### config.mk
export PLATFORM = sky130hd
export DESIGN_NAME = char_lcd_nibble_interface_sequencer
export DESIGN_NICKNAME = d
export VERILOG_FILES = /design/src/sv/clcd_pkg.sv /design/src/sv/clcd_seq_core.sv /design/src/sv/char_lcd_nibble_interface_sequencer.sv
export SDC_FILE = /design/constraint.sdc
export NUM_CORES = 1
export LEC_CHECK = 0
export BUFFER_PORTS_ARGS = -buffer_cell sky130_fd_sc_hd__buf_2
export CAP_MARGIN = 5
export CORE_MARGIN = 1
export CORE_UTILIZATION = 30
export DETAILED_ROUTE_END_ITERATION = 7
export PLACE_DENSITY_LB_ADDON = 0.08
export RECOVER_POWER = 50
export REMOVE_ABC_BUFFERS = 1
export SYNTH_ARGS = -nofsm -noshare
export SYNTH_HDL_FRONTEND = slang
export SYNTH_SLANG_ARGS = --single-unit
### constraint.sdc
create_clock -name i_clk -period 6.6 [get_ports i_clk]
set_clock_uncertainty 0.2 [all_clocks]
set_input_delay 0.33 -clock i_clk [delete_from_list [all_inputs] [get_ports i_clk]]
set_output_delay 0.33 -clock i_clk [all_outputs]
set_load 0.01 [all_outputs]
### src/sv/clcd_pkg.sv
package clcd_pkg;

    // timer width default
    localparam int TIMER_BITS_DEF = 16;

    // one millisecond in microsecond ticks
    localparam logic [15:0] TICKS_PER_MS = 16'd1000;

    // configuration register indexes
    localparam logic [2:0] REG_TWO_LINES = 3'd0;
    localparam logic [2:0] REG_TALL_FONT = 3'd1;
    localparam logic [2:0] REG_CURSOR_ON = 3'd2;
    localparam logic [2:0] REG_BLINK     = 3'd3;
    localparam logic [2:0] REG_CMD_PULSE = 3'd4;
    localparam logic [2:0] REG_DAT_PULSE = 3'd5;

    // configuration reset values
    localparam logic [15:0] CMD_PULSE_RST = 16'd5000;
    localparam logic [15:0] DAT_PULSE_RST = 16'd40;

    // request operation codes
    typedef enum logic [2:0] {
        OP_TICK   = 3'd0,
        OP_INIT   = 3'd1,
        OP_CMD    = 3'd2,
        OP_CHAR   = 3'd3,
        OP_POS    = 3'd4,
        OP_SHIFT  = 3'd5,
        OP_CGADDR = 3'd6,
        OP_RSVD   = 3'd7
    } t_op;

    // configuration seen by the sequencer
    typedef struct packed {
        logic        two_lines;
        logic        tall_font;
        logic        cursor_on;
        logic        blink_bit;
        logic [15:0] command_pulse_us;
        logic [15:0] data_pulse_us;
    } t_cfg;

    // pin levels and status after one request
    typedef struct packed {
        logic [3:0] data_nibble;
        logic       reg_select;
        logic       enable_pin;
        logic       busy_res;
        logic       rejected;
    } t_res;

endpackage

### src/sv/clcd_seq_core.sv
module clcd_seq_core #(
    parameter int TIMER_BITS = clcd_pkg::TIMER_BITS_DEF
) (
    input  logic               i_clk,
    input  logic               i_rst_n,
    input  logic               i_fire,
    input  logic [2:0]         i_operation,
    input  logic [7:0]         i_value,
    input  logic [4:0]         i_column,
    input  logic [1:0]         i_line,
    input  clcd_pkg::t_cfg     i_cfg,
    output clcd_pkg::t_res     o_res
);

    typedef enum logic [1:0] {
        K_NONE,
        K_NIB,
        K_WAIT
    } t_kind;

    typedef struct packed {
        t_kind      kind;
        logic [3:0] nib;
        logic       sel;
        logic [5:0] ms;
    } t_step;

    // what a given step of the active request does
    function automatic t_step step_decode(input clcd_pkg::t_op act, input logic [4:0] step,
                                          input logic [7:0] lb, input clcd_pkg::t_cfg cfg);
        t_step d;
        d.kind = K_NONE;
        d.nib  = 4'd0;
        d.sel  = 1'b0;
        d.ms   = 6'd0;
        unique case (act)
            clcd_pkg::OP_INIT: begin
                unique case (step)
                    5'd1:  begin d.kind = K_WAIT; d.ms = 6'd40; end
                    5'd2:  begin d.kind = K_NIB;  d.nib = 4'h3; end
                    5'd3:  begin d.kind = K_WAIT; d.ms = 6'd5; end
                    5'd4:  begin d.kind = K_NIB;  d.nib = 4'h3; end
                    5'd5:  begin d.kind = K_WAIT; d.ms = 6'd1; end
                    5'd6:  begin d.kind = K_NIB;  d.nib = 4'h3; end
                    5'd7:  begin d.kind = K_WAIT; d.ms = 6'd1; end
                    5'd8:  begin d.kind = K_NIB;  d.nib = 4'h2; end
                    5'd9:  begin d.kind = K_WAIT; d.ms = 6'd1; end
                    5'd10: begin d.kind = K_NIB;  d.nib = 4'h2; end
                    5'd11: begin
                        d.kind = K_NIB;
                        d.nib  = {cfg.two_lines, cfg.tall_font, 2'b00};
                    end
                    5'd12: begin d.kind = K_NIB;  d.nib = 4'h0; end
                    5'd13: begin d.kind = K_NIB;  d.nib = 4'h8; end
                    5'd14: begin d.kind = K_NIB;  d.nib = 4'h0; end
                    5'd15: begin d.kind = K_NIB;  d.nib = 4'h1; end
                    5'd16: begin d.kind = K_WAIT; d.ms = 6'd5; end
                    5'd17: begin d.kind = K_NIB;  d.nib = 4'h0; end
                    5'd18: begin d.kind = K_NIB;  d.nib = 4'h6; end
                    5'd19: begin d.kind = K_WAIT; d.ms = 6'd20; end
                    5'd20: begin d.kind = K_NIB;  d.nib = 4'h0; end
                    5'd21: begin
                        d.kind = K_NIB;
                        d.nib  = {2'b11, cfg.cursor_on, cfg.blink_bit};
                    end
                    5'd22: begin d.kind = K_WAIT; d.ms = 6'd20; end
                    default: d.kind = K_NONE;
                endcase
            end
            clcd_pkg::OP_CMD: begin
                if (step == 5'd1) begin
                    d.kind = K_NIB;
                    d.nib  = lb[3:0];
                end
            end
            clcd_pkg::OP_CHAR, clcd_pkg::OP_POS, clcd_pkg::OP_SHIFT,
            clcd_pkg::OP_CGADDR: begin
                d.sel = (act == clcd_pkg::OP_CHAR);
                if (step == 5'd1) begin
                    d.kind = K_NIB;
                    d.nib  = lb[7:4];
                end else if (step == 5'd2) begin
                    d.kind = K_NIB;
                    d.nib  = lb[3:0];
                end
            end
            default: d.kind = K_NONE;
        endcase
        if (step == 5'd0) begin
            d.kind = K_NONE;
        end
        return d;
    endfunction

    // timer load for a starting step, never zero
    function automatic logic [TIMER_BITS-1:0] step_load(input t_step d,
                                                      input clcd_pkg::t_cfg cfg);
        logic [15:0]           ticks;
        logic [15:0]           pulse;
        logic [TIMER_BITS-1:0] ld;
        ticks = 16'({10'd0, d.ms}) * clcd_pkg::TICKS_PER_MS;
        pulse = d.sel ? cfg.data_pulse_us : cfg.command_pulse_us;
        if (d.kind == K_WAIT) begin
            ld = TIMER_BITS'(ticks);
        end else begin
            ld = TIMER_BITS'(pulse);
        end
        if (ld == '0) begin
            ld = TIMER_BITS'(1);
        end
        return ld;
    endfunction

    clcd_pkg::t_op         op;
    logic [4:0]            r_step, n_step;
    logic [TIMER_BITS-1:0] r_timer, n_timer;
    clcd_pkg::t_op         r_active, n_active;
    logic [7:0]            r_latched, n_latched;
    logic [3:0]            r_pin_data, n_pin_data;
    logic                  r_pin_sel, n_pin_sel;
    logic                  r_pin_en, n_pin_en;
    logic                  n_rej;
    logic                  bad_pos;
    logic [7:0]            req_byte;
    logic [4:0]            step_inc;
    logic [TIMER_BITS-1:0] timer_dec;
    t_step                 cur_d, nxt_d, req_d;

    assign op       = clcd_pkg::t_op'(i_operation);
    assign bad_pos  = (i_column < 5'd1) || (i_column > 5'd16)
                   || (i_line < 2'd1) || (i_line > 2'd2);
    assign step_inc = r_step + 5'd1;
    assign timer_dec = r_timer - 1'b1;

    // byte latched for a new request
    always_comb begin
        unique case (op)
            clcd_pkg::OP_CMD:    req_byte = {4'h0, i_value[3:0]};
            clcd_pkg::OP_CHAR:   req_byte = i_value;
            clcd_pkg::OP_POS:    req_byte = ((i_line == 2'd1) ? 8'h80 : 8'hC0)
                                          + {3'd0, i_column} - 8'd1;
            clcd_pkg::OP_SHIFT:  req_byte = {4'h1, i_value[3:0]};
            clcd_pkg::OP_CGADDR: req_byte = {2'b01, i_value[5:0]};
            default:             req_byte = 8'h00;
        endcase
    end

    assign cur_d = step_decode(r_active, r_step, r_latched, i_cfg);
    assign nxt_d = step_decode(r_active, step_inc, r_latched, i_cfg);
    assign req_d = step_decode(op, 5'd1, req_byte, i_cfg);

    // next state for one request
    always_comb begin
        n_step     = r_step;
        n_timer    = r_timer;
        n_active   = r_active;
        n_latched  = r_latched;
        n_pin_data = r_pin_data;
        n_pin_sel  = r_pin_sel;
        n_pin_en   = r_pin_en;
        n_rej      = 1'b0;
        if (i_fire) begin
            priority if (op == clcd_pkg::OP_TICK) begin
                if (r_step != 5'd0) begin
                    if (r_timer != '0) begin
                        // count down, finish the step at zero
                        n_timer = timer_dec;
                        if (timer_dec == '0) begin
                            if (cur_d.kind == K_NIB) begin
                                n_pin_en = 1'b0;
                            end
                            n_step = (nxt_d.kind == K_NONE) ? 5'd0 : step_inc;
                        end
                    end else if (cur_d.kind == K_NONE) begin
                        n_step  = 5'd0;
                        n_timer = '0;
                    end else begin
                        // start the current step
                        if (cur_d.kind == K_NIB) begin
                            n_pin_data = cur_d.nib;
                            n_pin_sel  = cur_d.sel;
                            n_pin_en   = 1'b1;
                        end
                        n_timer = step_load(cur_d, i_cfg);
                    end
                end
            end else if (op == clcd_pkg::OP_RSVD || r_step != 5'd0
                         || (op == clcd_pkg::OP_POS && bad_pos)) begin
                n_rej = 1'b1;
            end else begin
                // accept the request and start step one
                n_latched = req_byte;
                n_active  = op;
                n_step    = 5'd1;
                if (req_d.kind == K_NIB) begin
                    n_pin_data = req_d.nib;
                    n_pin_sel  = req_d.sel;
                    n_pin_en   = 1'b1;
                end else begin
                    n_pin_data = 4'h0;
                    n_pin_sel  = 1'b0;
                    n_pin_en   = 1'b0;
                end
                n_timer = step_load(req_d, i_cfg);
            end
        end
    end

    // sequencer state
    always_ff @(posedge i_clk) begin
        if (!i_rst_n) begin
            r_step     <= 5'd0;
            r_timer    <= '0;
            r_active   <= clcd_pkg::OP_TICK;
            r_latched  <= 8'h00;
            r_pin_data <= 4'h0;
            r_pin_sel  <= 1'b0;
            r_pin_en   <= 1'b0;
        end else begin
            r_step     <= n_step;
            r_timer    <= n_timer;
            r_active   <= n_active;
            r_latched  <= n_latched;
            r_pin_data <= n_pin_data;
            r_pin_sel  <= n_pin_sel;
            r_pin_en   <= n_pin_en;
        end
    end

    assign o_res.data_nibble = n_pin_data;
    assign o_res.reg_select  = n_pin_sel;
    assign o_res.enable_pin  = n_pin_en;
    assign o_res.busy_res    = (n_step != 5'd0);
    assign o_res.rejected    = n_rej;

    // enable only pulses inside a sequence
    a_en_busy: assert property (@(posedge i_clk) disable iff (!i_rst_n)
        r_pin_en |-> (r_step != 5'd0))
        else $error("enable high while idle");

    // a running timer belongs to a sequence
    a_timer_busy: assert property (@(posedge i_clk) disable iff (!i_rst_n)
        (r_timer != '0) |-> (r_step != 5'd0))
        else $error("timer running while idle");

    // a refused request leaves the sequence alone
    a_rej_hold: assert property (@(posedge i_clk) disable iff (!i_rst_n)
        (i_fire && n_rej) |=> (r_step == $past(r_step) && r_timer == $past(r_timer)))
        else $error("refused request changed the sequence");

    // an accepted request starts at step one
    a_req_start: assert property (@(posedge i_clk) disable iff (!i_rst_n)
        (i_fire && op != clcd_pkg::OP_TICK && !n_rej)
        |=> (r_step == 5'd1 && r_active == $past(op) && r_timer != '0))
        else $error("accepted request did not start");

endmodule

### src/sv/char_lcd_nibble_interface_sequencer.sv
// channel   direction  handshake                   payload
// request   in         i_in_valid / o_in_ready     i_operation i_value i_column i_line
// result    out        o_out_valid / i_out_ready   o_data_nibble o_reg_select o_enable_pin
//                                                  o_busy_res o_rejected
// config    in         i_cfg_we (no wait)          i_cfg_index i_cfg_data
//
// One request per clock while results are drained: the sequencer state updates in the cycle a
// request is taken and the result lands in the output register on that edge.
// A new request is taken whenever the output register is empty or being drained.
// A stalled result holds the output register; the sequencer itself never waits.
// Reset is synchronous and active low; the sequencer is idle with its pins low after it (the output
// register is not reset), and configuration returns to 5000 us command and 40 us data enable pulses.
module char_lcd_nibble_interface_sequencer #(
    parameter int TIMER_BITS = clcd_pkg::TIMER_BITS_DEF
) (
    input  logic        i_clk,
    input  logic        i_rst_n,
    input  logic        i_cfg_we,
    input  logic [2:0]  i_cfg_index,
    input  logic [15:0] i_cfg_data,
    input  logic        i_in_valid,
    output logic        o_in_ready,
    input  logic [2:0]  i_operation,
    input  logic [7:0]  i_value,
    input  logic [4:0]  i_column,
    input  logic [1:0]  i_line,
    output logic        o_out_valid,
    input  logic        i_out_ready,
    output logic [3:0]  o_data_nibble,
    output logic        o_reg_select,
    output logic        o_enable_pin,
    output logic        o_busy_res,
    output logic        o_rejected
);

    clcd_pkg::t_cfg r_cfg;
    clcd_pkg::t_res n_res;
    clcd_pkg::t_res r_res;
    logic           r_out_valid;
    logic           fire;

    assign o_in_ready = !r_out_valid || i_out_ready;
    assign fire       = i_in_valid && o_in_ready;

    // configuration registers
    always_ff @(posedge i_clk) begin
        if (!i_rst_n) begin
            r_cfg.two_lines        <= 1'b0;
            r_cfg.tall_font        <= 1'b0;
            r_cfg.cursor_on        <= 1'b0;
            r_cfg.blink_bit        <= 1'b0;
            r_cfg.command_pulse_us <= clcd_pkg::CMD_PULSE_RST;
            r_cfg.data_pulse_us    <= clcd_pkg::DAT_PULSE_RST;
        end else if (i_cfg_we) begin
            unique case (i_cfg_index)
                clcd_pkg::REG_TWO_LINES: r_cfg.two_lines        <= i_cfg_data[0];
                clcd_pkg::REG_TALL_FONT: r_cfg.tall_font        <= i_cfg_data[0];
                clcd_pkg::REG_CURSOR_ON: r_cfg.cursor_on        <= i_cfg_data[0];
                clcd_pkg::REG_BLINK:     r_cfg.blink_bit        <= i_cfg_data[0];
                clcd_pkg::REG_CMD_PULSE: r_cfg.command_pulse_us <= i_cfg_data;
                clcd_pkg::REG_DAT_PULSE: r_cfg.data_pulse_us    <= i_cfg_data;
                default: ;
            endcase
        end
    end

    clcd_seq_core #(
        .TIMER_BITS (TIMER_BITS)
    ) u_core (
        .i_clk       (i_clk),
        .i_rst_n     (i_rst_n),
        .i_fire      (fire),
        .i_operation (i_operation),
        .i_value     (i_value),
        .i_column    (i_column),
        .i_line      (i_line),
        .i_cfg       (r_cfg),
        .o_res       (n_res)
    );

    // output register
    always_ff @(posedge i_clk) begin
        if (!i_rst_n) begin
            r_out_valid <= 1'b0;
        end else if (fire) begin
            r_out_valid <= 1'b1;
        end else if (i_out_ready) begin
            r_out_valid <= 1'b0;
        end
    end

    always_ff @(posedge i_clk) begin
        if (fire) begin
            r_res <= n_res;
        end
    end

    assign o_out_valid   = r_out_valid;
    assign o_data_nibble = r_res.data_nibble;
    assign o_reg_select  = r_res.reg_select;
    assign o_enable_pin  = r_res.enable_pin;
    assign o_busy_res    = r_res.busy_res;
    assign o_rejected    = r_res.rejected;

endmodule

* Word level (Yosys, flattened, before mapping)
Index checks and enable logic that the tools add are counted.
** Storage, ports and cells
- Register bits :: 83
- Input bits :: 42
- Output and inout port bits :: 10
- Word-level logic and storage cells :: 221
** Operators by class
- Add/sub/neg operators :: 4
- Multiply operators :: 2
- $lt $le $gt $ge :: 4
- Equality and inequality tests :: 69
- Multiplexer cells :: 79
- Bitwise logic cells :: 2
- Reduce and logical (&&, ||, !) cells :: 42
** Operators with widths (count)
- two-way mux 16 bit :: 19
- == test 5 x 4 -> 1 bit (second input constant) :: 16
- == test 5 bit (second input constant) :: 14
- two-way mux 5 bit :: 14
- zero test 16 bit :: 3
- == test 5 x 3 -> 1 bit (second input constant) :: 8
- one-hot mux 8 bit (5 select lines) :: 1
- two-way mux 4 bit :: 8
- one-hot mux 4 bit (7 select lines) :: 1
- OR reduction 14 bit :: 2
- == test 3 bit (second input constant) :: 9
- multiplier 6 x 7 -> 13 bit (second input constant) :: 2
- one-hot mux 6 bit (4 select lines) :: 1
- two-way mux 1 bit :: 23
- == test 5 x 2 -> 1 bit (second input constant) :: 4
- == test 3 x 2 -> 1 bit (second input constant) :: 6
- nonzero test 16 bit :: 1
- OR reduction 8 bit :: 2
- subtractor 16 x 1 -> 16 bit (second input constant) :: 1
- two-way mux 6 bit :: 2
- one-hot mux 2 bit (2 select lines) :: 3
- one-hot mux 2 bit (3 select lines) :: 2
- one-hot mux 4 bit (3 select lines) :: 1
- AND reduction 2 bit :: 6
- other kinds (30) :: 53

* Depth between registers and ports, before layout
- Depth after elaboration :: 18
- Mapped depth :: 21
- Mapped depth without buffers :: 20

* Hierarchy
A second synthesis with hierarchy kept.
** Second synthesis, totals
- Cells, all modules :: 881
- Area, all modules :: 6782.8 µm²
** Modules (own cells, without submodules)
- clcd_seq_core :: times used 1, cells an instance 722, area each 5027.3 µm², sequential area each 760.7 µm²
- char_lcd_nibble_interface_sequencer :: times used 1, cells an instance 159, area each 1755.4 µm², sequential area each 980.9 µm²

* Least setup slack after synthesis
OpenSTA, ideal clock, no wires.
- Kind :: register to register
- From :: reg u_core.r_step[0]
- To :: reg u_core.r_timer[0]
- Setup time :: 116 ps
- Arrival time :: 4545 ps
- Data required time :: 6284 ps
- Slack :: 1739 ps
- Stages on the path, launching flop included :: 21
- Buffers on the path :: 1
- Period minus slack after synthesis :: 4861 ps
- Cell sequence :: dfxtp_1 > ha_1 > clkbuf_1 > nor2b_1 > o21ai_0 > nor2_1 > nor2_1 > inv_1 > ha_1 > ha_1 > ha_1 > or2_2 > ha_1 > a21o_1 > a21oi_1 > or4b_2 > o2111ai_1 > mux2i_1 > nand2_1 > nor4_1 > o211a_1
** Between the ends
- Cells in the longest elaborated chain, start to end :: 18
- Elaborated cells between the ends (all ways) :: 57
- Classes of those cells :: mul (1); eq/ne (25); mux (19); reduce/logical (12)
** RTL lines
- from (decl) :: RTL line clcd_seq_core.sv:115 : logic [4:0] r_step, n_step;
- from (signal assigned) :: RTL line clcd_seq_core.sv:220 : r_step <= n_step;
- branches (longest 18 deep; another with multiplier 6 x 7 -> 13 bit)
- to (signal assigned) :: RTL line clcd_seq_core.sv:221 : r_timer <= n_timer;
- to (decl) :: RTL line clcd_seq_core.sv:116 : logic [TIMER_BITS-1:0] r_timer, n_timer;
Several ways; the timed one is not identified. The select of a mux whose other input is x is not followed.
A chain may end at the register's enable or synchronous reset.

* Worst setup path in the final report
Same ends and word-level chain as after synthesis.

==> summary.md <==
| Metric | Value |
|---|---|
| Cell Int Power | `0.000914 W` |
| Distinct cells, synth | `79` |
| CTS tree | `yes` |
| TritonCTS buffer count | `9` |
| Vias per std cell | `5.51` |
| Power, Total | `between 0.001 and 0.0015 W` |
| Switching fraction of total power | `0.352` |
| Proportion of layout cells with a drive suffix above 1 | `0.0857` |
| Final setup fails | `0` |
| Routed WL per cell | `19.5 um` |
| Part of the power in registers | `0.399` |
| Comb pwr share | `0.231` |
| Status | `complete, but fails checks` |
| FF-to-FF End | `u_core.r_timer[0]$_SDFFE_PN0P_` |
| Worst slew margin | `-0.949` |
| Fin Setup TNS | `0 ns` |
| Diode count | `0` |
| FF+latch area | `0.00174 sq mm` |
| Pre-antenna DRT Iters | `5` |
| CTS H-Tree Depth | `3` |
| TritonCTS sink count | `83` |
| Crit path capture type | `flop` |
| Peak Freq | `184 MHz` |
| Cell Area, Synth | `0.00649 sq mm` |
| Area of the multi-input gates | `~0.0044 sq mm` |
| Initial DRC count | `between 300 and 400` |
| Hold WS | `0.00607 ns` |
| Starting density of the core | `0.308` |
| Data arrival, critical path | `5.47 ns` |
| Mapped Avg Cell Area | `~7.3 sq um` |
| Post-Place Cells | `~1200` |
| Final Hold Vio Count | `0` |
| Final GP Congestion | `0.846` |
| DR vias | `approximately 6500` |
| Worst Hold Class | `in -> reg` |
| Period utilization | `0.821` |
| GRT Residual Overflow | `0` |
| Max-cap violation count | `1` |
| Power per cell area | `195 mW/mm^2` |
| Maximum buffer depth of the clock tree | `2` |
| Worst setup startpoint | `u_core.r_step[0]$_SDFF_PN0_` |
| RSZ-0062 raised after global routing | `false` |
| Setup crit end | `u_core.r_timer[0]$_SDFFE_PN0P_` |
| LEAKAGE | `2.81 nW` |
| Failing checks | `capacitance limit, slew limit` |
| Crit path launch type | `flop` |
| Cells after Synth | `889` |
| Input/output buffers | `51` |
| Synth Flop Type | `dfxtp_1` |
| Least-Margin Pin Slew | `between 2 and 3 ns` |
| Final min period | `5.42 ns` |
| Clock root cell | `clkbuf_16` |
| Clock Power Share | `0.371` |
| Die Area | `0.0222 sq mm` |
| Core area | `0.0211 sq mm` |
| DRC | `0` |
| Number of synthesized flops with an enable pin | `8` |
| Reg2Reg Setup Slack | `around 1.2 ns` |
| Clk_lat worst skew | `0.36 ns` |
| # rows | `53` |
| Async SR Flop Fraction | `0` |
| Global-route wire length before repair | `36800 um` |
| Setup CP Type | `reg -> reg` |
| Final net count | `approximately 980` |
| Max Fanout on Critical Path | `12` |
| # hold bufs at CTS | `5` |
| Slew Viols, Final | `between 50 and 60` |
| Sequential cell area fraction in the yosys report | `0.268` |
| Die height | `roughly 150 um` |
| HPWL after DPL | `17300 um` |
| Path depth of the worst reg2reg path | `19` |
| Clock-pin slew on the worst setup and hold paths | `around 0.080 ns` |
| Final core occ | `0.344` |
| Largest net degree at the start of global routing | `58` |
| R2r startpoint | `u_core.r_step[0]$_SDFF_PN0_` |
| Finished Layout Cells | `1185` |
| IO Pins | `52` |
| CTS resizes | `0` |
| Die Wd | `between 100 and 150 um` |
| Layout overhead on the synthesized area | `11.6%` |
| Number of fill cells in the layout | `2339` |
| Synth warn | `0` |
| Synth Register Bits | `just over 80` |
| Initial antenna violation count | `0` |
| Final WL | `23200 um` |
| Vias in the first global route | `6240` |
| Switching Power | `just under 0.0005 W` |
| GR Util All Layers | `0.216` |
| VDD IR max | `0.118 mV` |
| Post-CTS setup buffers | `0` |
| Antenna Nets Post-Route | `0` |
| WP data required | `between 6 and 7 ns` |
state kept, by name, indices dropped and copies added (netlist names):
name	count
r_cfg	36
u_core.r_timer	16
u_core.r_latched	8
u_core.r_step	5
o_data_nibble	4
u_core.r_pin_data	4
u_core.r_active	3
o_busy_res	1
o_enable_pin	1
o_out_valid	1
o_reg_select	1
o_rejected	1
u_core.r_pin_en	1
u_core.r_pin_sel	1
synthesized netlist by cell type (all sizes together) (4+ instances only):
| master | number | area share |
|---|---|---|
| and3 | 7 | 0.0067 |
| a221oi | 6 | 0.0081 |
| fa | 5 | 0.015 |
| nor3b | 5 | 0.0058 |
| or4 | 5 | 0.0058 |
| a311o | 4 | 0.0062 |
| a2111oi | 4 | 0.0056 |
| a211oi | 13 | 0.015 |
| and2 | 8 | 0.0077 |
| nand3b | 4 | 0.0046 |
| a21oi | 79 | 0.061 |
| nand3 | 32 | 0.025 |
| buf | 6 | 0.0050 |
| nand4 | 6 | 0.0058 |
| o211ai | 6 | 0.0069 |
| nor4b | 6 | 0.011 |
| or2 | 5 | 0.0048 |
| a31oi | 10 | 0.0096 |
| o21ai | 49 | 0.038 |
| inv | 37 | 0.021 |
| a21o | 5 | 0.0058 |
| xor2 | 12 | 0.016 |
| xnor2 | 12 | 0.016 |
| ha | 27 | 0.052 |
| nor4 | 10 | 0.011 |
| nand2b | 9 | 0.0087 |
| nor3 | 25 | 0.020 |
| nor2b | 6 | 0.0058 |
| edfxtp | 8 | 0.037 |
| nor2 | 65 | 0.038 |
| or3 | 8 | 0.0077 |
| o2111ai | 8 | 0.011 |
| mux2i | 32 | 0.049 |
| o21bai | 4 | 0.0046 |
| clkbuf | 53 | 0.031 |
| dfxtp | 75 | 0.23 |
| o22ai | 5 | 0.0048 |
| nand2 | 164 | 0.095 |
| a22oi | 8 | 0.0093 |
| o221ai | 8 | 0.011 |
critical path: stages (launching register included):
cell and delay, ns:
dfxtp_1 0.43, ha_1 0.44, nor2b_1 0.35, o21ai_0 0.23
nor2_1 0.55, nor2_1 0.21, inv_1 0.14, ha_1 0.32
ha_1 0.22, ha_1 0.17, or2_2 0.28, ha_1 0.35
a21o_1 0.13, a21oi_1 0.09, or4b_2 0.62, o2111ai_1 0.11
mux2i_1 0.12, nand2_1 0.08, nor4_1 0.05, o211a_1 0.21
metal layers:
metal / GRT usage / vias to the layer above / part of all wire
li1: - / 3243 / -
met1: 0.297 / 3085 / 0.48
met2: 0.343 / 173 / 0.45
met3: 0.0352 / 34 / 0.047
met4: 0.0648 / 0 / 0.024
met5: 0 / - / 0
cell type report:
cell class                      count  area share
Clock buffer                        9      0.0311
Clock inverter                      7     0.00933
Inverter                           37      0.0192
Multi-Input combinational cell    710       0.605
Sequential cell                    83       0.240
Tap cell                          275      0.0475
Timing Repair Buffer               64      0.0478
stage by stage:
step / instance area, sq um / setup slack [ns]
finish: 7240 / 1.18
global route: 7240 / 0.716
CTS: 7260 / 1.18
detailed placement: 6920 / 1.20
global placement: 6920 / 1.31
floorplan: 6260 / 1.82
power groups by stage:
stage                     logic (W)  clock network, W  registers [W]
after global placement     0.000326                 0       0.000573
final                      0.000325          0.000523       0.000562
after CTS                  0.000326          0.000540       0.000562
after global routing       0.000362          0.000557       0.000566
after floorplan            0.000208                 0       0.000566
after detailed placement   0.000322                 0       0.000573
cell usage in the layout, fill, tap and decap left out, types with 6 or more instances in the layout:
cell	n
xor2_1	12
nand4_1	6
o21ai_0	46
a221oi_1	6
a21oi_1	79
and3_1	7
o2111ai_1	8
mux2i_1	32
nand2b_1	9
or3_1	8
buf_2	39
a211oi_1	13
nor2_1	65
dfxtp_1	75
clkbuf_1	13
ha_1	27
nor3_1	24
a22oi_1	8
nand3_1	32
nor4_1	9
buf_4	7
a31oi_1	10
o221ai_1	8
and2_1	7
nor2b_1	6
inv_1	35
clkbuf_16	9
o211ai_1	6
xnor2_1	12
nand2_1	164
edfxtp_1	8
kinds of logic (layout without fill, tap and decap cells):
kind of cell,count (synthesis),in the layout,share of synthesized area
XOR/XNOR,24,24,0.0324
multiplexers,35,35,0.0545
AND/OR/NAND/NOR,374,374,0.275
buffers and inverters,96,117,0.0570
flip-flops,83,83,0.268
AO/OA/AOI/OAI,245,245,0.245
adder cells (fa/ha/maj),32,32,0.0675
worst min-delay path by stage:
| stage | from | end | slack, ns | cells after the start |
|---|---|---|---|---|
| after floorplan | i_rst_n | r_cfg[19]$_SDFFE_PN1P_ | 0.20 | 1 |
| after global placement | r_cfg[27]$_SDFFE_PN0P_ | r_cfg[27]$_SDFFE_PN0P_ | 0.27 | 2 |
| after detailed placement | r_cfg[27]$_SDFFE_PN0P_ | r_cfg[27]$_SDFFE_PN0P_ | 0.27 | 2 |
| after CTS | i_cfg_data[13] | r_cfg[29]$_SDFFE_PN0P_ | 0.0008 | 3 |
| after global routing | i_cfg_data[14] | r_cfg[14]$_SDFFE_PN0P_ | 0.006 | 3 |
| final | i_cfg_data[7] | r_cfg[23]$_SDFFE_PN1P_ | 0.006 | 3 |
Power figures use the tool's default switching activity.
